--- src/okl_pkg.sv ---
// Package for the ordered keyed list manager: field widths, action and
// status codes, sequencer state type and parameter defaults.
// No dependencies; every other file of the block imports it.
package okl_pkg;

   // Default sizes for the top-level parameters.
   localparam int ENTRIES_DEFAULT   = 16;
   localparam int PLAY_BITS_DEFAULT = 16;

   // Fixed widths of the item fields.
   localparam int ACTION_W = 3;
   localparam int POS_W    = 5;
   localparam int KEY_W    = 32;
   localparam int STATUS_W = 3;
   localparam int INDEX_W  = 4;
   localparam int PLAYS_W  = 16;
   localparam int SIZE_W   = 5;

   // Action codes carried by a request item.
   localparam logic [ACTION_W-1:0] ACT_INSERT = 3'd0;
   localparam logic [ACTION_W-1:0] ACT_REMOVE = 3'd1;
   localparam logic [ACTION_W-1:0] ACT_FIND   = 3'd2;
   localparam logic [ACTION_W-1:0] ACT_PLAY   = 3'd3;
   localparam logic [ACTION_W-1:0] ACT_LIST   = 3'd4;
   localparam logic [ACTION_W-1:0] ACT_CLEAR  = 3'd5;

   // Status codes carried by a response item.
   localparam logic [STATUS_W-1:0] ST_OK        = 3'd0;
   localparam logic [STATUS_W-1:0] ST_EMPTY     = 3'd1;
   localparam logic [STATUS_W-1:0] ST_NOT_FOUND = 3'd2;
   localparam logic [STATUS_W-1:0] ST_DUPLICATE = 3'd3;
   localparam logic [STATUS_W-1:0] ST_FULL      = 3'd4;

   // Sequencer states.
   typedef enum logic [2:0] {
      S_IDLE,
      S_SEARCH,
      S_SHIFT_UP,
      S_PLACE,
      S_SHIFT_DN,
      S_LIST,
      S_REPLY
   } okl_state_type;

endpackage

--- src/okl_if.sv ---
// Valid/ready channel interfaces for the request and response items.
// Depends on okl_pkg for the field widths.
interface okl_req_if
   import okl_pkg::*;
();
   logic                       valid;
   logic                       ready;
   logic [ACTION_W-1:0]        action;
   logic [POS_W-1:0]           position;
   logic signed [KEY_W-1:0]    key;

   modport source (output valid, output action, output position, output key,
                   input ready);
   modport sink   (input valid, input action, input position, input key,
                   output ready);
endinterface

interface okl_rsp_if
   import okl_pkg::*;
();
   logic                       valid;
   logic                       ready;
   logic [STATUS_W-1:0]        status;
   logic [INDEX_W-1:0]         entry_index;
   logic signed [KEY_W-1:0]    entry_key;
   logic [PLAYS_W-1:0]         entry_plays;
   logic [SIZE_W-1:0]          list_size;
   logic                       last;

   modport source (output valid, output status, output entry_index,
                   output entry_key, output entry_plays, output list_size,
                   output last, input ready);
   modport sink   (input valid, input status, input entry_index,
                   input entry_key, input entry_plays, input list_size,
                   input last, output ready);
endinterface

--- src/okl_store.sv ---
// Entry storage: one write port and one registered read port holding the
// key and play counter of every list slot. Depends on okl_pkg.
module okl_store
   import okl_pkg::*;
#(
   parameter int ENTRIES   = ENTRIES_DEFAULT,
   parameter int PLAY_BITS = PLAY_BITS_DEFAULT,
   localparam int IW       = $clog2(ENTRIES)
) (
   input  logic                 clock,
   input  logic                 wr_en,
   input  logic [IW-1:0]        wr_addr,
   input  logic [KEY_W-1:0]     wr_key,
   input  logic [PLAY_BITS-1:0] wr_plays,
   input  logic [IW-1:0]        rd_addr,
   output logic [KEY_W-1:0]     rd_key,
   output logic [PLAY_BITS-1:0] rd_plays
);

   logic [KEY_W-1:0]     key_mem_ff  [ENTRIES];
   logic [PLAY_BITS-1:0] play_mem_ff [ENTRIES];
   logic [KEY_W-1:0]     rd_key_ff;
   logic [PLAY_BITS-1:0] rd_plays_ff;

   // Read returns the old contents when the same slot is written.
   always_ff @(posedge clock) begin
      if (wr_en) begin
         key_mem_ff[wr_addr]  <= wr_key;
         play_mem_ff[wr_addr] <= wr_plays;
      end
      rd_key_ff   <= key_mem_ff[rd_addr];
      rd_plays_ff <= play_mem_ff[rd_addr];
   end

   assign rd_key   = rd_key_ff;
   assign rd_plays = rd_plays_ff;

endmodule

--- src/ordered_keyed_list_manager.sv ---
// Ordered keyed list manager, top level: action sequencer, shared key
// comparator and response register. Depends on okl_pkg, okl_if, okl_store.
//
// The block keeps an ordered list of up to ENTRIES entries, each a unique
// 32-bit key with a saturating play counter, in a single-port-read memory.
// A request item carries one action (insert, remove, find, play, list all
// or clear) and the block is busy until that action is finished; while a
// response item waits to be taken, the next request can already be
// accepted. All work runs through one memory read port and one key
// comparator, one slot per cycle while the response register is free.
// Find, play and remove search from the head until the key is found or
// the list ends; for remove, moving later entries down takes the place
// of the rest of the search. Insert searches the whole list unless it
// finds the key, then moves the entries from the insert point on up by
// one; list all reads one entry after another; clear or an unused action
// code goes straight to the reply.
// Every action produces exactly one response item, except list all on a
// non-empty list, which produces one per entry, head first, with last set
// on the final one. The response reports the list size after the action.
module ordered_keyed_list_manager
   import okl_pkg::*;
#(
   parameter int ENTRIES   = ENTRIES_DEFAULT,
   parameter int PLAY_BITS = PLAY_BITS_DEFAULT
) (
   input  logic       clock,
   input  logic       reset,
   okl_req_if.sink    req_ch,
   okl_rsp_if.source  rsp_ch
);

   localparam int IW = $clog2(ENTRIES);
   localparam int CW = $clog2(ENTRIES + 1);
   localparam logic [CW-1:0] FULL_COUNT = CW'(ENTRIES);

   // Sequencer state and the latched request.
   okl_state_type        state_ff, state_in;
   logic [ACTION_W-1:0]  act_ff, act_in;
   logic [POS_W-1:0]     pos_ff, pos_in;
   logic [KEY_W-1:0]     key_ff, key_in;
   logic [CW-1:0]        count_ff, count_in;
   logic [CW-1:0]        scan_ff, scan_in;
   logic [IW-1:0]        look_ff, look_in;
   logic                 pend_ff, pend_in;

   // The entry that the pending reply reports.
   logic [STATUS_W-1:0]  st_ff, st_in;
   logic [IW-1:0]        hit_idx_ff, hit_idx_in;
   logic [KEY_W-1:0]     hit_key_ff, hit_key_in;
   logic [PLAY_BITS-1:0] hit_plays_ff, hit_plays_in;

   // Response register.
   logic                 rsp_valid_ff, rsp_valid_in;
   logic [STATUS_W-1:0]  rsp_status_ff;
   logic [INDEX_W-1:0]   rsp_index_ff;
   logic [KEY_W-1:0]     rsp_key_ff;
   logic [PLAYS_W-1:0]   rsp_plays_ff;
   logic [SIZE_W-1:0]    rsp_size_ff;
   logic                 rsp_last_ff;

   // Memory port.
   logic                 wr_en;
   logic [IW-1:0]        wr_addr;
   logic [KEY_W-1:0]     wr_key;
   logic [PLAY_BITS-1:0] wr_plays;
   logic [IW-1:0]        rd_addr;
   logic [KEY_W-1:0]     rd_key;
   logic [PLAY_BITS-1:0] rd_plays;

   // Response load from the sequencer.
   logic                 load;
   logic                 out_free;
   logic [STATUS_W-1:0]  ld_status;
   logic [31:0]          ld_index;
   logic [KEY_W-1:0]     ld_key;
   logic [PLAY_BITS-1:0] ld_plays;
   logic [31:0]          ld_plays_x;
   logic                 ld_last;

   // Index arithmetic is done on zero-extended copies.
   logic [31:0] cnt_x, scan_x, look_x, pos_x, hidx_x, ins_x, size_x;
   logic        key_match;
   logic [PLAY_BITS-1:0] play_next;

   assign cnt_x  = 32'(count_ff);
   assign scan_x = 32'(scan_ff);
   assign look_x = 32'(look_ff);
   assign pos_x  = 32'(pos_ff);
   assign hidx_x = 32'(hit_idx_ff);
   assign ins_x  = (pos_x < cnt_x) ? pos_x : cnt_x;

   // The shared comparator: the slot read in the previous cycle against
   // the requested key.
   assign key_match = pend_ff && (rd_key == key_ff);
   assign play_next = (&rd_plays) ? rd_plays : rd_plays + 1'b1;

   assign out_free = !rsp_valid_ff || rsp_ch.ready;

   okl_store #(
      .ENTRIES   (ENTRIES),
      .PLAY_BITS (PLAY_BITS)
   ) u_store (
      .clock    (clock),
      .wr_en    (wr_en),
      .wr_addr  (wr_addr),
      .wr_key   (wr_key),
      .wr_plays (wr_plays),
      .rd_addr  (rd_addr),
      .rd_key   (rd_key),
      .rd_plays (rd_plays)
   );

   always_ff @(posedge clock) begin
      if (reset) begin
         state_ff     <= S_IDLE;
         count_ff     <= '0;
         pend_ff      <= 1'b0;
         rsp_valid_ff <= 1'b0;
      end else begin
         state_ff     <= state_in;
         count_ff     <= count_in;
         pend_ff      <= pend_in;
         rsp_valid_ff <= rsp_valid_in;
      end
   end

   always_ff @(posedge clock) begin
      act_ff       <= act_in;
      pos_ff       <= pos_in;
      key_ff       <= key_in;
      scan_ff      <= scan_in;
      look_ff      <= look_in;
      st_ff        <= st_in;
      hit_idx_ff   <= hit_idx_in;
      hit_key_ff   <= hit_key_in;
      hit_plays_ff <= hit_plays_in;
      if (load) begin
         rsp_status_ff <= ld_status;
         rsp_index_ff  <= ld_index[INDEX_W-1:0];
         rsp_key_ff    <= ld_key;
         rsp_plays_ff  <= (ld_plays_x > 32'h0000_FFFF) ? 16'hFFFF
                                                       : ld_plays_x[PLAYS_W-1:0];
         rsp_size_ff   <= size_x[SIZE_W-1:0];
         rsp_last_ff   <= ld_last;
      end
   end

   assign ld_plays_x   = 32'(ld_plays);
   assign size_x       = 32'(count_ff);
   assign rsp_valid_in = load ? 1'b1 : (rsp_valid_ff && !rsp_ch.ready);

   // Sequencer: next state, memory port and response load.
   always_comb begin
      logic [31:0] tmp;
      state_in     = state_ff;
      act_in       = act_ff;
      pos_in       = pos_ff;
      key_in       = key_ff;
      count_in     = count_ff;
      scan_in      = scan_ff;
      look_in      = look_ff;
      pend_in      = 1'b0;
      st_in        = st_ff;
      hit_idx_in   = hit_idx_ff;
      hit_key_in   = hit_key_ff;
      hit_plays_in = hit_plays_ff;
      rd_addr      = scan_ff[IW-1:0];
      wr_en        = 1'b0;
      wr_addr      = hit_idx_ff;
      wr_key       = key_ff;
      wr_plays     = '0;
      load         = 1'b0;
      ld_status    = st_ff;
      ld_index     = hidx_x;
      ld_key       = hit_key_ff;
      ld_plays     = hit_plays_ff;
      ld_last      = 1'b1;
      tmp          = '0;
      req_ch.ready = (state_ff == S_IDLE);

      unique case (state_ff)
         S_IDLE: begin
            if (req_ch.valid) begin
               act_in       = req_ch.action;
               pos_in       = req_ch.position;
               key_in       = req_ch.key;
               scan_in      = '0;
               st_in        = ST_OK;
               hit_idx_in   = '0;
               hit_key_in   = '0;
               hit_plays_in = '0;
               rd_addr      = '0;
               if (req_ch.action == ACT_INSERT) begin
                  state_in = S_SEARCH;
               end else if (req_ch.action == ACT_REMOVE || req_ch.action == ACT_FIND ||
                            req_ch.action == ACT_PLAY) begin
                  if (count_ff == '0) begin
                     st_in    = ST_EMPTY;
                     state_in = S_REPLY;
                  end else begin
                     state_in = S_SEARCH;
                  end
               end else if (req_ch.action == ACT_LIST) begin
                  if (count_ff == '0) begin
                     st_in    = ST_EMPTY;
                     state_in = S_REPLY;
                  end else begin
                     state_in = S_LIST;
                  end
               end else if (req_ch.action == ACT_CLEAR) begin
                  count_in = '0;
                  state_in = S_REPLY;
               end else begin
                  state_in = S_REPLY;
               end
            end
         end

         // Walk from the head: issue a read each cycle, compare the slot
         // read in the cycle before.
         S_SEARCH: begin
            if (key_match) begin
               hit_idx_in   = look_ff;
               hit_key_in   = rd_key;
               hit_plays_in = rd_plays;
               st_in        = ST_OK;
               state_in     = S_REPLY;
               if (act_ff == ACT_INSERT) begin
                  st_in = ST_DUPLICATE;
               end else if (act_ff == ACT_PLAY) begin
                  hit_plays_in = play_next;
                  wr_en        = 1'b1;
                  wr_addr      = look_ff;
                  wr_key       = rd_key;
                  wr_plays     = play_next;
               end else if (act_ff == ACT_REMOVE) begin
                  tmp = look_x + 32'd1;
                  if (tmp < cnt_x) begin
                     rd_addr  = tmp[IW-1:0];
                     scan_in  = look_x[CW-1:0];
                     state_in = S_SHIFT_DN;
                  end else begin
                     count_in = count_ff - 1'b1;
                  end
               end
            end else if (scan_x < cnt_x) begin
               rd_addr = scan_ff[IW-1:0];
               look_in = scan_ff[IW-1:0];
               pend_in = 1'b1;
               scan_in = scan_ff + 1'b1;
            end else if (act_ff == ACT_INSERT) begin
               if (count_ff == FULL_COUNT) begin
                  st_in    = ST_FULL;
                  state_in = S_REPLY;
               end else begin
                  hit_idx_in   = ins_x[IW-1:0];
                  hit_key_in   = key_ff;
                  hit_plays_in = '0;
                  st_in        = ST_OK;
                  if (ins_x == cnt_x) begin
                     state_in = S_PLACE;
                  end else begin
                     tmp      = cnt_x - 32'd1;
                     rd_addr  = tmp[IW-1:0];
                     scan_in  = count_ff;
                     state_in = S_SHIFT_UP;
                  end
               end
            end else begin
               st_in    = ST_NOT_FOUND;
               state_in = S_REPLY;
            end
         end

         // Move entries one place toward the tail, from the tail down to
         // the insert point; scan_ff is the slot being written.
         S_SHIFT_UP: begin
            wr_en    = 1'b1;
            wr_addr  = scan_ff[IW-1:0];
            wr_key   = rd_key;
            wr_plays = rd_plays;
            tmp      = scan_x - 32'd1;
            if (tmp == hidx_x) begin
               state_in = S_PLACE;
            end else begin
               tmp     = scan_x - 32'd2;
               rd_addr = tmp[IW-1:0];
               scan_in = scan_ff - 1'b1;
            end
         end

         S_PLACE: begin
            wr_en    = 1'b1;
            wr_addr  = hit_idx_ff;
            wr_key   = key_ff;
            wr_plays = '0;
            count_in = count_ff + 1'b1;
            state_in = S_REPLY;
         end

         // Move entries one place toward the head over the removed slot.
         S_SHIFT_DN: begin
            wr_en    = 1'b1;
            wr_addr  = scan_ff[IW-1:0];
            wr_key   = rd_key;
            wr_plays = rd_plays;
            tmp      = scan_x + 32'd2;
            if (tmp < cnt_x) begin
               rd_addr = tmp[IW-1:0];
               scan_in = scan_ff + 1'b1;
            end else begin
               count_in = count_ff - 1'b1;
               state_in = S_REPLY;
            end
         end

         // One response per entry; the next slot is read as the current
         // one is handed to the response register.
         S_LIST: begin
            ld_status = ST_OK;
            ld_index  = scan_x;
            ld_key    = rd_key;
            ld_plays  = rd_plays;
            tmp       = scan_x + 32'd1;
            ld_last   = (tmp == cnt_x);
            if (out_free) begin
               load = 1'b1;
               if (tmp == cnt_x) begin
                  state_in = S_IDLE;
               end else begin
                  rd_addr = tmp[IW-1:0];
                  scan_in = scan_ff + 1'b1;
               end
            end
         end

         S_REPLY: begin
            if (out_free) begin
               load     = 1'b1;
               state_in = S_IDLE;
            end
         end

         default: begin
            state_in = S_IDLE;
         end
      endcase
   end

   assign rsp_ch.valid       = rsp_valid_ff;
   assign rsp_ch.status      = rsp_status_ff;
   assign rsp_ch.entry_index = rsp_index_ff;
   assign rsp_ch.entry_key   = rsp_key_ff;
   assign rsp_ch.entry_plays = rsp_plays_ff;
   assign rsp_ch.list_size   = rsp_size_ff;
   assign rsp_ch.last        = rsp_last_ff;

   // The list never holds more entries than there are slots.
   assert property (@(posedge clock) disable iff (reset)
      count_ff <= FULL_COUNT)
      else $error("list size beyond capacity");

   // Once a request is taken, the block is busy on the following cycle.
   assert property (@(posedge clock) disable iff (reset)
      (req_ch.valid && req_ch.ready) |=> !req_ch.ready)
      else $error("request taken while busy");

   // A slot under comparison always lies inside the occupied part.
   assert property (@(posedge clock) disable iff (reset)
      (state_ff == S_SEARCH && pend_ff) |-> (look_x < cnt_x))
      else $error("search compared an unoccupied slot");

   // Placing a new entry grows the list by exactly one.
   assert property (@(posedge clock) disable iff (reset)
      (state_ff == S_PLACE) |=> (count_ff == $past(count_ff) + 1'b1))
      else $error("insert did not grow the list by one");

   // The final list response returns the sequencer to idle.
   assert property (@(posedge clock) disable iff (reset)
      (state_ff == S_LIST && load && ld_last) |=> (state_ff == S_IDLE))
      else $error("list walk did not end after its last entry");

endmodule

--- src/flat_wrapper.sv ---
// flat-port wrapper written by rule: the top's interface ports become plain ports
module ordered_keyed_list_manager_flat import okl_pkg::*;
#(
   parameter int ENTRIES   = ENTRIES_DEFAULT,
   parameter int PLAY_BITS = PLAY_BITS_DEFAULT
)
  (clock, reset, req_ch_valid, req_ch_action, req_ch_position, req_ch_key, req_ch_ready, rsp_ch_valid, rsp_ch_status, rsp_ch_entry_index, rsp_ch_entry_key, rsp_ch_entry_plays, rsp_ch_list_size, rsp_ch_last, rsp_ch_ready);
  okl_req_if req_ch_i ();
  okl_rsp_if rsp_ch_i ();
  input  logic clock;
  input  logic reset;
  input wire logic [$bits(req_ch_i.valid)-1:0] req_ch_valid;
  input wire logic [$bits(req_ch_i.action)-1:0] req_ch_action;
  input wire logic [$bits(req_ch_i.position)-1:0] req_ch_position;
  input wire logic [$bits(req_ch_i.key)-1:0] req_ch_key;
  output wire logic [$bits(req_ch_i.ready)-1:0] req_ch_ready;
  output wire logic [$bits(rsp_ch_i.valid)-1:0] rsp_ch_valid;
  output wire logic [$bits(rsp_ch_i.status)-1:0] rsp_ch_status;
  output wire logic [$bits(rsp_ch_i.entry_index)-1:0] rsp_ch_entry_index;
  output wire logic [$bits(rsp_ch_i.entry_key)-1:0] rsp_ch_entry_key;
  output wire logic [$bits(rsp_ch_i.entry_plays)-1:0] rsp_ch_entry_plays;
  output wire logic [$bits(rsp_ch_i.list_size)-1:0] rsp_ch_list_size;
  output wire logic [$bits(rsp_ch_i.last)-1:0] rsp_ch_last;
  input wire logic [$bits(rsp_ch_i.ready)-1:0] rsp_ch_ready;
  assign req_ch_i.valid = req_ch_valid;
  assign req_ch_i.action = req_ch_action;
  assign req_ch_i.position = req_ch_position;
  assign req_ch_i.key = req_ch_key;
  assign req_ch_ready = req_ch_i.ready;
  assign rsp_ch_valid = rsp_ch_i.valid;
  assign rsp_ch_status = rsp_ch_i.status;
  assign rsp_ch_entry_index = rsp_ch_i.entry_index;
  assign rsp_ch_entry_key = rsp_ch_i.entry_key;
  assign rsp_ch_entry_plays = rsp_ch_i.entry_plays;
  assign rsp_ch_list_size = rsp_ch_i.list_size;
  assign rsp_ch_last = rsp_ch_i.last;
  assign rsp_ch_i.ready = rsp_ch_ready;
  ordered_keyed_list_manager #(.ENTRIES(ENTRIES), .PLAY_BITS(PLAY_BITS)) u_core (.clock(clock), .reset(reset), .req_ch(req_ch_i), .rsp_ch(rsp_ch_i));
endmodule
--- config.mk ---
export PLATFORM = sky130hd
export DESIGN_NAME = ordered_keyed_list_manager_flat
export DESIGN_NICKNAME = d
export VERILOG_FILES = /design/src/okl_pkg.sv /design/src/okl_if.sv /design/src/okl_store.sv /design/src/ordered_keyed_list_manager.sv /design/src/flat_wrapper.sv
export SDC_FILE = /design/constraint.sdc
export NUM_CORES = 1
export LEC_CHECK = 0
export BUFFER_PORTS_ARGS = -buffer_cell sky130_fd_sc_hd__buf_2
export CELL_PAD_IN_SITES_DETAIL_PLACEMENT = 0
export CELL_PAD_IN_SITES_GLOBAL_PLACEMENT = 1
export CORE_AREA = 2 2 246 297
export CTS_CLUSTER_DIAMETER = 150
export DETAILED_ROUTE_END_ITERATION = 8
export DIE_AREA = 0 0 248 299
export PLACE_DENSITY = 0.87
export SYNTH_ARGS = -nofsm -noshare
export SYNTH_HDL_FRONTEND = slang
export SYNTH_SLANG_ARGS = --single-unit
--- constraint.sdc ---
create_clock -name clock -period 14 [get_ports clock]
set_input_delay 2.8 -clock clock [delete_from_list [all_inputs] [get_ports clock]]
set_output_delay 2.8 -clock clock [all_outputs]
set_load 0.01 [all_outputs]
Word level (Yosys, flattened, before mapping)
Memories as Yosys holds them, arrays and structs flattened. A register that Yosys moved wholly into a read port is not among the register bits.
Index checks and enable logic that the tools add are counted.
{"block": "classes", "add_sub_neg": 11, "multipliers": 0, "div_mod_pow": 0, "magnitude_cmp": 5, "n_eq_ne": 46, "shift": 0, "muxes": 121, "n_bitwise": 2, "reduce_logical": 26}
{"op": "32-bit 2-to-1 mux", "n": 9}
{"op": "16-bit 2-to-1 mux", "n": 12}
{"op": "5-bit 2-to-1 mux", "n": 26}
{"op": "32-bit case mux with 2 select lines", "n": 2}
{"op": "4-bit 2-to-1 mux", "n": 23}
{"op": "3-bit 2-to-1 mux", "n": 24}
{"op": "16-bit case mux with 2 select lines", "n": 2}
{"op": "32-bit equality test", "n": 1}
{"op": "32-bit by 4-bit equality test with 1-bit output", "n": 1}
{"op": "5-bit case mux with 5 select lines", "n": 1}
{"op": "3-bit case mux with 7 select lines", "n": 1}
{"op": "2-bit inequality test (second input constant)", "n": 10}
{"op": "4-bit case mux with 5 select lines", "n": 1}
{"op": "5-bit case mux with 4 select lines", "n": 1}
{"op": "16-bit by 1-bit adder with 16-bit output (second input constant)", "n": 1}
{"op": "16-bit greater-than comparator (second input constant)", "n": 1}
{"op": "2-bit by 1-bit inequality test with 1-bit output (second input constant)", "n": 8}
{"op": "4-bit case mux with 2 select lines", "n": 2}
{"op": "16-bit AND reduction", "n": 1}
{"op": "3-bit by 2-bit equality test with 1-bit output (second input constant)", "n": 5}
{"op": "3-bit equality test (second input constant)", "n": 5}
{"op": "5-bit less-than comparator", "n": 3}
{"op": "13-bit AND reduction", "n": 1}
{"op": "3-bit inequality test (second input constant)", "n": 4}
{"op": "37 further kinds", "n": 66}
{"block": "totals", "regBits": 175, "latch_bits": 0, "ram_bits": 768, "romBits": 0, "in_bits": 44, "out_inout_bits": 63, "elab_cells": 232, "memories": 2}
{"name": "u_core.u_store.key_mem_ff", "depth": 16, "word_bits": 32, "read_ports": 1, "rd_ports_with_merged_regs": 1, "write_ports": 1, "line": "okl_store.sv:20", "text": "logic [KEY_W-1:0] key_mem_ff [ENTRIES];"}
{"name": "u_core.u_store.play_mem_ff", "depth": 16, "word_bits": 16, "read_ports": 1, "rd_ports_with_merged_regs": 1, "write_ports": 1, "line": "okl_store.sv:21", "text": "logic [PLAY_BITS-1:0] play_mem_ff [ENTRIES];"}

Longest topological paths before layout
Gate-level depths: netlist of the first run.
{"block": "logic_depth", "word_depth": 9, "ltp_mapped": 17, "mapped_depth_nobuf": 13}

Cells and area by module
Synthesis of the first run repeated with hierarchy kept, for this count alone.
{"block": "unflattened", "hier_cells": 2212, "area_unflattened_um2": 39711.8}
{"mod": "okl_store", "n_inst": 1, "cells_each": 1242, "area_each_um2": 29694.7, "seq_area_each_um2": 24023.0}
{"mod": "ordered_keyed_list_manager", "n_inst": 1, "cells_each": 970, "area_each_um2": 10017.1, "seq_area_each_um2": 5154.9}

Least setup slack after synthesis of the first run
No wires, ideal clock.
{"block": "synth_path", "path_kind": "input-to-reg", "startpoint": "in rsp_ch_ready", "endpoint": "reg u_core.rsp_index_ff[0] (netlist: u_core.rsp_ch.entry_index[0]), enable pin", "arrival_time_ps": 5432, "required_ps": 13520, "slack_ps": 8087, "path_stages": 2, "cell_sequence": "nor2b_1 nor2_1"}
{"block": "synth_between", "elab_chain_cells": 3}
{"element": "start: declaration", "line": "flat_wrapper.sv:24", "text": "input wire logic [$bits(rsp_ch_i.ready)-1:0] rsp_ch_ready;"}
{"element": "1-bit logical OR", "line": "ordered_keyed_list_manager.sv:97", "text": "assign out_free = !rsp_valid_ff || rsp_ch.ready;"}
{"element": "1-bit 2-to-1 mux", "line": "ordered_keyed_list_manager.sv:326, ordered_keyed_list_manager.sv:338"}
{"element": "1-bit 2-to-1 mux"}
{"element": "named net u_core.load", "line": "ordered_keyed_list_manager.sv:71", "text": "logic load;"}
{"element": "end signal: assignment", "line": "ordered_keyed_list_manager.sv:139", "text": "rsp_index_ff <= ld_index[INDEX_W-1:0];"}
{"element": "end: declaration", "line": "ordered_keyed_list_manager.sv:55", "text": "logic [INDEX_W-1:0] rsp_index_ff;"}
The timed path passes the listed nets, and every way through them passes these cells.
A chain may end at the register's enable or synchronous reset.

Worst setup path after layout of the first run
{"block": "layout_path", "startpoint": "reg u_core.key_ff[7]", "endpoint": "mem u_core.u_store.key_mem_ff[1][17], enable pin"}
{"block": "layout_between", "elab_chain_cells": 6, "elab_cells_between_ends": 8, "cone_classes": "eq/ne (1); mux (6); reduce/logical (1)"}
{"element": "start: declaration", "line": "ordered_keyed_list_manager.sv:40", "text": "logic [KEY_W-1:0] key_ff, key_in;"}
{"element": "start signal: assignment", "line": "ordered_keyed_list_manager.sv:130", "text": "key_ff <= key_in;"}
{"element": "32-bit equality test (*)", "line": "ordered_keyed_list_manager.sv:94", "text": "assign key_match = pend_ff && (rd_key == key_ff);"}
{"element": "1-bit logical AND (*)", "line": "ordered_keyed_list_manager.sv:94"}
{"element": "1-bit 2-to-1 mux", "line": "ordered_keyed_list_manager.sv:222", "text": "if (key_match) begin"}
{"element": "1-bit case mux with 2 select lines", "line": "ordered_keyed_list_manager.sv:181", "text": "unique case (state_ff)"}
{"element": "1-bit 2-to-1 mux", "line": "okl_store.sv:27", "text": "if (wr_en) begin"}
{"element": "1-bit 2-to-1 mux (implied by the code)", "line": "okl_store.sv:28", "text": "key_mem_ff[wr_addr] <= wr_key;"}
{"element": "end: declaration", "line": "okl_store.sv:20"}
Every way passes the cells marked *; elsewhere a longest branch is shown, timed or not.

==> out/metrics.csv, run 1 <==
stage,metric,value,unit
yosys,synth_flop_cell,edfxtp_1,
die,rows,108,
global_routing,grt_first_pass_wirelength,157000,µm
yosys,synth.distinct_cells,74,
die,die_h,299,µm
global_routing,grt_overflow_total,0,
worst_setup_path,crit_start,u_core.key_ff[7]$_DFFE_PP_,
placement,dp_hpwl,58200,µm
route,vias,25100,
global_routing,antenna_found_initial,3,
sta,hold_viol_final,0,
worst_hold_path,min_path_cells,2,
die,start_util,56.5,%
power,p_leak,15.2,nW
route,routedWlPerCell,28.2,µm
finish,syn_to_final_growth,11.6,%
job,max_cap_violations,0,
route,dr.pass1.iters,7,
route,wl,109000,µm
yosys,synthTopCellsByArea,"edfxtp_1, nand2_1, mux2i_1",
sta,finalSetupViolations,0,
sta,fin_crit,6.69,ns
worst_setup_path,r2r_setup_slack,7.31,ns
sta,setup_tns,0,ns
global_routing,grt_pass1_vias,24600,
clock_tree,cts.sinks,991,
finish,drive_gt1_share,12.7,%
sta,rsz0062_at_grt,false,
route,drt_iter0_drc,3134,
yosys,synth.net_count,2840,
worst_setup_path,reg2reg_from,u_core.key_ff[7]$_DFFE_PP_,
clock_tree,max-clock-path-buffers,3,
power,ir_drop,0.370,mV
clock_tree,cts_tree,done,
run_status,status,finished clean,
yosys,synthArstFlopShare,0,%
worst_setup_path,r2r-end,u_core.u_store.key_mem_ff[1][17]$_DFFE_PP_,
yosys,synthCells,2765,
finish,fin_area,45100,µm²
route,routed_via_density,6.49,
power,powerDensity,258,nW/µm²
finish,fillers,4998,
finish,final_nets,2931,
route,postRouteAntennaNets,0,
worst_setup_path,end_kind,flip-flop,
placement,io_buffer_count,106,
die,core,71500,µm²
clock_tree,ctsRootBufferMaster,clkbuf_16,
yosys,ys_ff_latch,991,
sta,worst_pin_slew,1.39,ns
worst_setup_path,reg2reg_depth,13,
placement,gp_congestion,0.916,
clock_tree,cts_buffers,90,
route,drc,0,
clock_tree,postCtsHoldBufs,0,
worst_setup_path,path_max_fanout,35,
yosys,synth_edf_count,933,
finish,regArea,29200,µm²
clock_tree,ctsResizeCount,0,
sta,skew,0.0389,ns
yosys,synth_top_area_share,69.4,%
worst_setup_path,arrival,6.97,ns
sta,period_share,47.8,%
finish,multiInputGateArea,10500,µm²
yosys,avgSynthCellArea,14.6,µm²
clock_tree,insertion_delay,0.66,ns
clock_tree,cts_setup_buffers,0,
global_routing,grt_max_degree,193,
worst_setup_path,worstSetupEndpoint,u_core.u_store.key_mem_ff[1][17]$_DFFE_PP_,
sta,max_freq,150,MHz
clock_tree,clk_pin_slew,0.07,ns
yosys,synthesis.area,40400,µm²
sta,max_slew_margin,7.13,%
worst_setup_path,critPathLaunchType,flip-flop,
die,io_pins,107,
die,die_w,248,µm
worst_hold_path,hp-start,u_core.hit_key_ff[19]$_SDFFCE_PN0P_,
yosys,synth_seq_area_share,72.3,%
sta,drv_slew,0,
global_routing,grt_usage,29.1,%
placement,place_area,41900,µm²
yosys,yosysWarnings,0,
clock_tree,ctsHtreeMaxLevel,3,
worst_setup_path,path_class,reg -> reg,
yosys,yosys.area.top_type,edfxtp_1,
worst_hold_path,hold_path_class,reg -> reg,
worst_setup_path,required,14.28,ns
die,dieArea,74200,µm²
-- per-layer routing --
metal	global-route usage, %	share of wire (%)	vias up
met2	46.6	48	1592
met4	13.4	4.5	2
li1	-	-	10800
met1	38.5	37	12500
met5	0	0.011	-
met3	5.96	11	293
-- power by group --
group | total, mW | leakage, nW | internal, mW | switching [mW]
sequential | 4.63 | 9.02 | 4.27 | 0.360
combinational | 4.45 | 4.71 | 1.41 | 3.04
clock | 2.56 | 1.51 | 1.48 | 1.09
-- logic make-up after synthesis --
kind of cell,share of synthesized area [%]
multiplexers,5.93
buffers and inverters,2.19
flip-flops,72.3
AO/OA/AOI/OAI,7.17
adder cells (fa/ha/maj),0.979
AND/OR/NAND/NOR,10.0
XOR/XNOR,1.46
-- sequential cells by signal, summed over array words and instances, names as in the netlist, 3 cells and up --
register and flops:
u_core.u_store.key_mem_ff 512, u_core.u_store.play_mem_ff 256, u_core.hit_key_ff 32, u_core.key_ff 32
u_core.rsp_ch.entry_key 32, u_core.u_store.rd_key 32, u_core.hit_plays_ff 16, u_core.rsp_ch.entry_plays 16
u_core.u_store.rd_plays 16, u_core.count_ff 5, u_core.pos_ff 5, u_core.rsp_ch.list_size 5
u_core.scan_ff 5, u_core.hit_idx_ff 4, u_core.look_ff 4, u_core.rsp_ch.entry_index 4
u_core.act_ff 3, u_core.rsp_ch.status 3, u_core.st_ff 3, u_core.state_ff 3
-- final cells by class --
| cell class | count | share of cell area, % |
|---|---|---|
| sequential | 991 | 64.8 |
| multi-input combinational | 1589 | 23.4 |
| clock buffer | 109 | 5.34 |
| tap | 935 | 2.60 |
| timing repair buffer | 160 | 2.11 |
| clock inverter | 59 | 1.56 |
| inverter | 24 | 0.200 |
| antenna | 3 | 0.0167 |
-- cells in the final DEF (no fill, tap or decap), drive strengths merged, types with 5 or more instances in the layout --
cell / instances
edfxtp: 933
nand2: 593
mux2i: 203
a32oi: 193
buf: 160
clkbuf: 109
nor2: 70
dfxtp: 58
and4: 52
a21oi: 44
o21ai: 43
xor2: 41
and3: 41
clkinv: 37
mux2: 32
ha: 30
inv: 26
xnor2: 21
nor3: 17
nand3: 16
nor4: 16
o31ai: 14
bufinv: 13
nor2b: 13
nand4: 11
a211oi: 11
nand2b: 10
or3: 10
and2: 10
o211ai: 8
clkinvlp: 7
a21o: 6
a31oi: 6
nor3b: 6
o21a: 5
-- worst max-delay path, stage by stage, from the launching register on --
cell and delay [ns]:
edfxtp_1 0.63, xor2_1 0.26, nor4_1 0.34, nand4_1 0.13, or4_1 0.55, buf_4 0.24
clkinv_1 0.32, nand3_1 0.58, nand2_1 0.23, buf_4 0.61, o21ai_0 0.33, or2_2 0.48
nor2_4 0.83, buf_4 0.69
-- cells in the mapped netlist, types with 5 or more instances --
master	number
nor4_1	15
o211ai_1	8
xor2_1	41
edfxtp_1	933
o21a_1	5
buf_2	48
nor2b_1	13
a211oi_1	11
and2_1	10
buf_4	6
nor3b_1	6
xnor2_1	21
and3_1	41
a31oi_1	6
nand4_1	11
a21o_1	6
inv_1	23
o31ai_1	14
a32oi_1	193
nor3_1	17
buf_6	14
clkbuf_1	89
ha_1	30
and4_1	52
o21ai_0	40
a21oi_1	44
nand2_1	593
or3_1	10
dfxtp_1	58
mux2_2	32
nand3_1	16
nand2b_1	10
nor2_1	70
mux2i_1	203
-- through the flow --
| step | utilization [%] | setup WS, ns | hold WS [ns] | total power, mW | instances |
|---|---|---|---|---|---|
| after global routing | 63.0 | 7.12 | 0.536 | 12.1 | 3867 |
| after CTS | 63.0 | 7.38 | 0.516 | 11.6 | 3867 |
| after detailed placement | 58.7 | 7.16 | 0.502 | 9.02 | 3699 |
| final | 63.0 | 7.31 | 0.516 | 11.6 | 3870 |
| after floorplan | - | 8.09 | 0.435 | 7.55 | 2765 |
| after global placement | 58.7 | 7.31 | 0.495 | 8.86 | 3699 |
-- worst min path at each step --
stage	endpoint	slack [ns]
finish	u_core.rsp_ch.entry_key[19]$_DFFE_PP_	0.52
global route	u_core.rsp_ch.entry_key[26]$_DFFE_PP_	0.54
CTS	u_core.rsp_ch.entry_key[19]$_DFFE_PP_	0.52
detailed placement	u_core.rsp_ch.entry_key[19]$_DFFE_PP_	0.50
global placement	u_core.rsp_ch.entry_key[2]$_DFFE_PP_	0.49
floorplan	u_core.rsp_ch.list_size[1]$_DFFE_PP_	0.43
No activity file was read; power rests on OpenSTA's default activity.
==> run 2: changes to the inputs <==
--- a/config.mk
+++ b/config.mk
@@ -5,14 +5,15 @@
 export SDC_FILE = /design/constraint.sdc
 export NUM_CORES = 1
 export LEC_CHECK = 0
+export ABC_AREA = 1
 export BUFFER_PORTS_ARGS = -buffer_cell sky130_fd_sc_hd__buf_2
 export CELL_PAD_IN_SITES_DETAIL_PLACEMENT = 0
 export CELL_PAD_IN_SITES_GLOBAL_PLACEMENT = 1
-export CORE_AREA = 2 2 246 297
+export CORE_AREA = 2 2 275 331
 export CTS_CLUSTER_DIAMETER = 150
 export DETAILED_ROUTE_END_ITERATION = 8
-export DIE_AREA = 0 0 248 299
-export PLACE_DENSITY = 0.87
+export DIE_AREA = 0 0 277 333
+export PLACE_DENSITY = 0.82
 export SYNTH_ARGS = -nofsm -noshare
 export SYNTH_HDL_FRONTEND = slang
 export SYNTH_SLANG_ARGS = --single-unit
==> constraint.sdc (replaced) <==
create_clock -name clock -period 6.8 [get_ports clock]
set_input_delay 1.36 -clock clock [delete_from_list [all_inputs] [get_ports clock]]
set_output_delay 1.36 -clock clock [all_outputs]
set_load 0.01 [all_outputs]
==> run 2 against run 1 <==
Effect of this change: core utilization down 7.7 points; routed wire length up 9.7%; worst setup slack worse by 5.4 ns; clock power up 120%; die area up 24%; sequential power up 110%; via count up 23%; count of clock-buffer cells in the layout up 12.
==> out/metrics.csv, run 2 <==
stage,metric,value,unit
power,p_leak,19.9,nW
worst_setup_path,path_class,reg -> reg,
yosys,synth_flop_cell,edfxtp_1,
finish,final_nets,4375,
yosys,avgSynthCellArea,10.4,µm²
yosys,yosys.area.top_type,edfxtp_1,
die,io_pins,107,
clock_tree,cts_setup_buffers,0,
yosys,synth_xor_area_share,0.318,%
global_routing,grt_overflow_total,0,
yosys,synth_top_area_share,63.6,%
worst_setup_path,arrival,5.37,ns
route,drc,0,
sta,finalSetupViolations,0,
yosys,synth.most_common_cell,nand2_1,
sta,max_freq,204,MHz
clock_tree,ctsHtreeMaxLevel,3,
die,start_util,49.6,%
clock_tree,postCtsHoldBufs,0,
yosys,synthCells,4234,
power,clkPwrFrac,20.0,%
power,ir_drop,0.624,mV
yosys,synthesis.area,44100,µm²
finish,largest_reg_flops,512,
clock_tree,clk_pin_slew,0.07,ns
sta,fin_crit,4.90,ns
clock_tree,insertion_delay,0.67,ns
route,dr.pass1.iters,6,
worst_setup_path,reg2reg_depth,19,
power,intPower,15.9,mW
global_routing,grt_pass1_vias,28700,
power,seqPwrFrac,35.2,%
sta,max_slew_margin,12.5,%
sta,setup_tns,0,ns
power,p_comb_share,44.7,%
power,sw_frac_of_total,43.1,%
job,max_cap_violations,0,
sta,rsz0062_at_grt,false,
yosys,synth.net_count,4309,
yosys,synth_simple_gate_area_share,23.0,%
sta,worst_pin_slew,1.30,ns
yosys,muxShareOfSynthArea,0,%
global_routing,grt_first_pass_wirelength,178000,µm
worst_setup_path,r2r_setup_slack,1.90,ns
yosys,synth_edf_count,933,
global_routing,grt_max_degree,217,
die,dieArea,92200,µm²
yosys,yosysWarnings,0,
sta,skew,0.0225,ns
finish,top_register,u_core.u_store.key_mem_ff,
power,powerDensity,566,nW/µm²
clock_tree,cts_tree,done,
finish,stdcell_count,5542,
yosys,ys_ff_latch,991,
sta,drv_slew,0,
finish,final_cell_mix,"nand2_1, edfxtp_1, nand3_1",
route,postRouteAntennaNets,0,
route,routedWlPerCell,21.6,µm
yosys,synth_top_family_by_area,simple AND/OR/NAND/NOR gates,
worst_hold_path,min_path_cells,2,
clock_tree,cts_buffers,96,
global_routing,grt_usage,25.5,%
worst_setup_path,r2r-end,u_core.u_store.rd_key[9]$_DFF_P_,
clock_tree,ctsResizeCount,0,
clock_tree,cts.sinks,991,
die,rows,120,
worst_setup_path,critPathLaunchType,flip-flop,
yosys,synthTopCellsByArea,"edfxtp_1, nand2_1, nand3_1",
yosys,ys_top_cells_by_count,"nand2_1, edfxtp_1, nand3_1",
worst_setup_path,path_max_fanout,106,
worst_hold_path,hp-start,u_core.hit_key_ff[24]$_SDFFCE_PN0P_,
sta,hold_viol_final,0,
power,p_sw,12.0,mW
route,wl,120000,µm
die,die_h,333,µm
sta,period_share,72.1,%
yosys,synth.distinct_cells,46,
yosys,synth_adder_area_share,0.897,%
worst_hold_path,hold_path_class,reg -> reg,
run_status,status,finished clean,
worst_setup_path,required,7.27,ns
finish,syn_to_final_growth,11.7,%
placement,gp_congestion,0.953,
yosys,synth_seq_area_share,66.2,%
clock_tree,ctsRootBufferMaster,clkbuf_16,
route,vias,30900,
yosys,synth_compound_area_share,2.79,%
route,routed_via_density,5.57,
finish,diodes,0,
yosys,synthArstFlopShare,0,%
finish,fillers,7556,
global_routing,antenna_found_initial,2,
finish,drive_gt1_share,9.77,%
die,die_w,277,µm
die,core,88900,µm²
placement,dp_cells,5361,
worst_setup_path,end_kind,flip-flop,
finish,layout_commonest_cell,nand2_1,
placement,io_buffer_count,106,
placement,dp_hpwl,63900,µm
worst_hold_path,hold_path_end,u_core.rsp_ch.entry_key[24]$_DFFE_PP_,
worst_setup_path,reg2reg_from,u_core.scan_ff[0]$_DFFE_PP_,
clock_tree,max-clock-path-buffers,3,
route,drt_iter0_drc,3309,
finish,reg.largest.list,"u_core.u_store.key_mem_ff x512, u_core.u_store.play_mem_ff x256",
## run 2: cell count changes after synthesis, moves of 52 or more
cell      delta
o21ai_0     +92
inv_1      +413
nand2_1    +558
mux2i_1    -203
a32oi_1    -193
nor2_1      +68
buf_2      +100
and4_1      -52
nand3b_1    +95
nand3_1    +799
## run 2: logic make-up (layout without fill, tap and decap cells)
group / count (synthesis) / in the layout
simple gates: 2273 / 2273
flops: 991 / 991
buf+inv: 700 / 849
compound gates: 223 / 223
fa+ha+maj: 31 / 31
xor+xnor: 16 / 16
## run 2: routing by layer
layer | share of wire [%] | global-route usage, %
met1 | 41 | 35.2
met2 | 48 | 41.4
met3 | 8.2 | 3.65
met4 | 2.9 | 9.05
met5 | 0 | 0
## run 2: power by group through the flow
stage	Sequential [mW]	Combinational, mW	Clock, mW
floorplan	9.80	8.30	0
global placement	9.90	12.2	0
detailed placement	9.92	12.3	0
CTS	9.80	12.4	5.65
global route	9.91	13.7	5.88
finish	9.82	12.5	5.59
## run 2: final cells by class
cell class / instances / area, µm² / share of cell area, %
multi-input cells: 2543 / 12100 / 24.5
flip-flops and latches: 991 / 29200 / 59.3
clock inverters: 60 / 732 / 1.49
clock buffers: 121 / 2580 / 5.24
inverters: 466 / 1750 / 3.56
repair buffers: 202 / 1460 / 2.97
well taps: 1159 / 1450 / 2.95
## run 2: worst max path at each step
stage                                 from                                endpoint
3_3_place_gp   u_core.scan_ff[0]$_DFFE_PP_        u_core.u_store.rd_key[9]$_DFF_P_
5_1_grt        u_core.scan_ff[0]$_DFFE_PP_        u_core.u_store.rd_key[9]$_DFF_P_
4_1_cts        u_core.scan_ff[0]$_DFFE_PP_       u_core.u_store.rd_key[26]$_DFF_P_
2_1_floorplan                 rsp_ch_ready  u_core.rsp_ch.entry_index[0]$_DFFE_PP_
3_5_place_dp   u_core.scan_ff[0]$_DFFE_PP_       u_core.u_store.rd_key[26]$_DFF_P_
6_report       u_core.scan_ff[0]$_DFFE_PP_        u_core.u_store.rd_key[9]$_DFF_P_
## run 2: critical path, stage by stage (launching register included)
cell and delay [ns]:
edfxtp_1 0.74, inv_1 0.29, ha_1 0.46, nand2_1 0.10, nand2_1 0.05, nor2_1 0.09, nand2_1 0.05, nor2_1 0.10
nand3_2 0.12, nand2_2 0.15, a21oi_1 0.10, nand2_1 0.18, nand2_8 0.31, nand2_8 0.73, buf_4 0.52, nand2_1 0.11
nand3_1 0.09, nand3_1 0.09, nand3_1 0.11, nand2_1 0.23
## run 2: through the flow
stage | util, % | power (mW) | worst slack, ns | instance area (µm²) | hold slack [ns]
6_report | 55.4 | 27.9 | 1.90 | 49200 | 0.508
4_1_cts | 55.4 | 27.9 | 1.91 | 49200 | 0.508
3_5_place_dp | 51.6 | 22.3 | 1.92 | 45900 | 0.499
5_1_grt | 55.4 | 29.5 | 1.47 | 49200 | 0.541
2_1_floorplan | - | 18.1 | 2.36 | 44100 | 0.458
3_3_place_gp | 51.6 | 22.1 | 1.95 | 45900 | 0.492
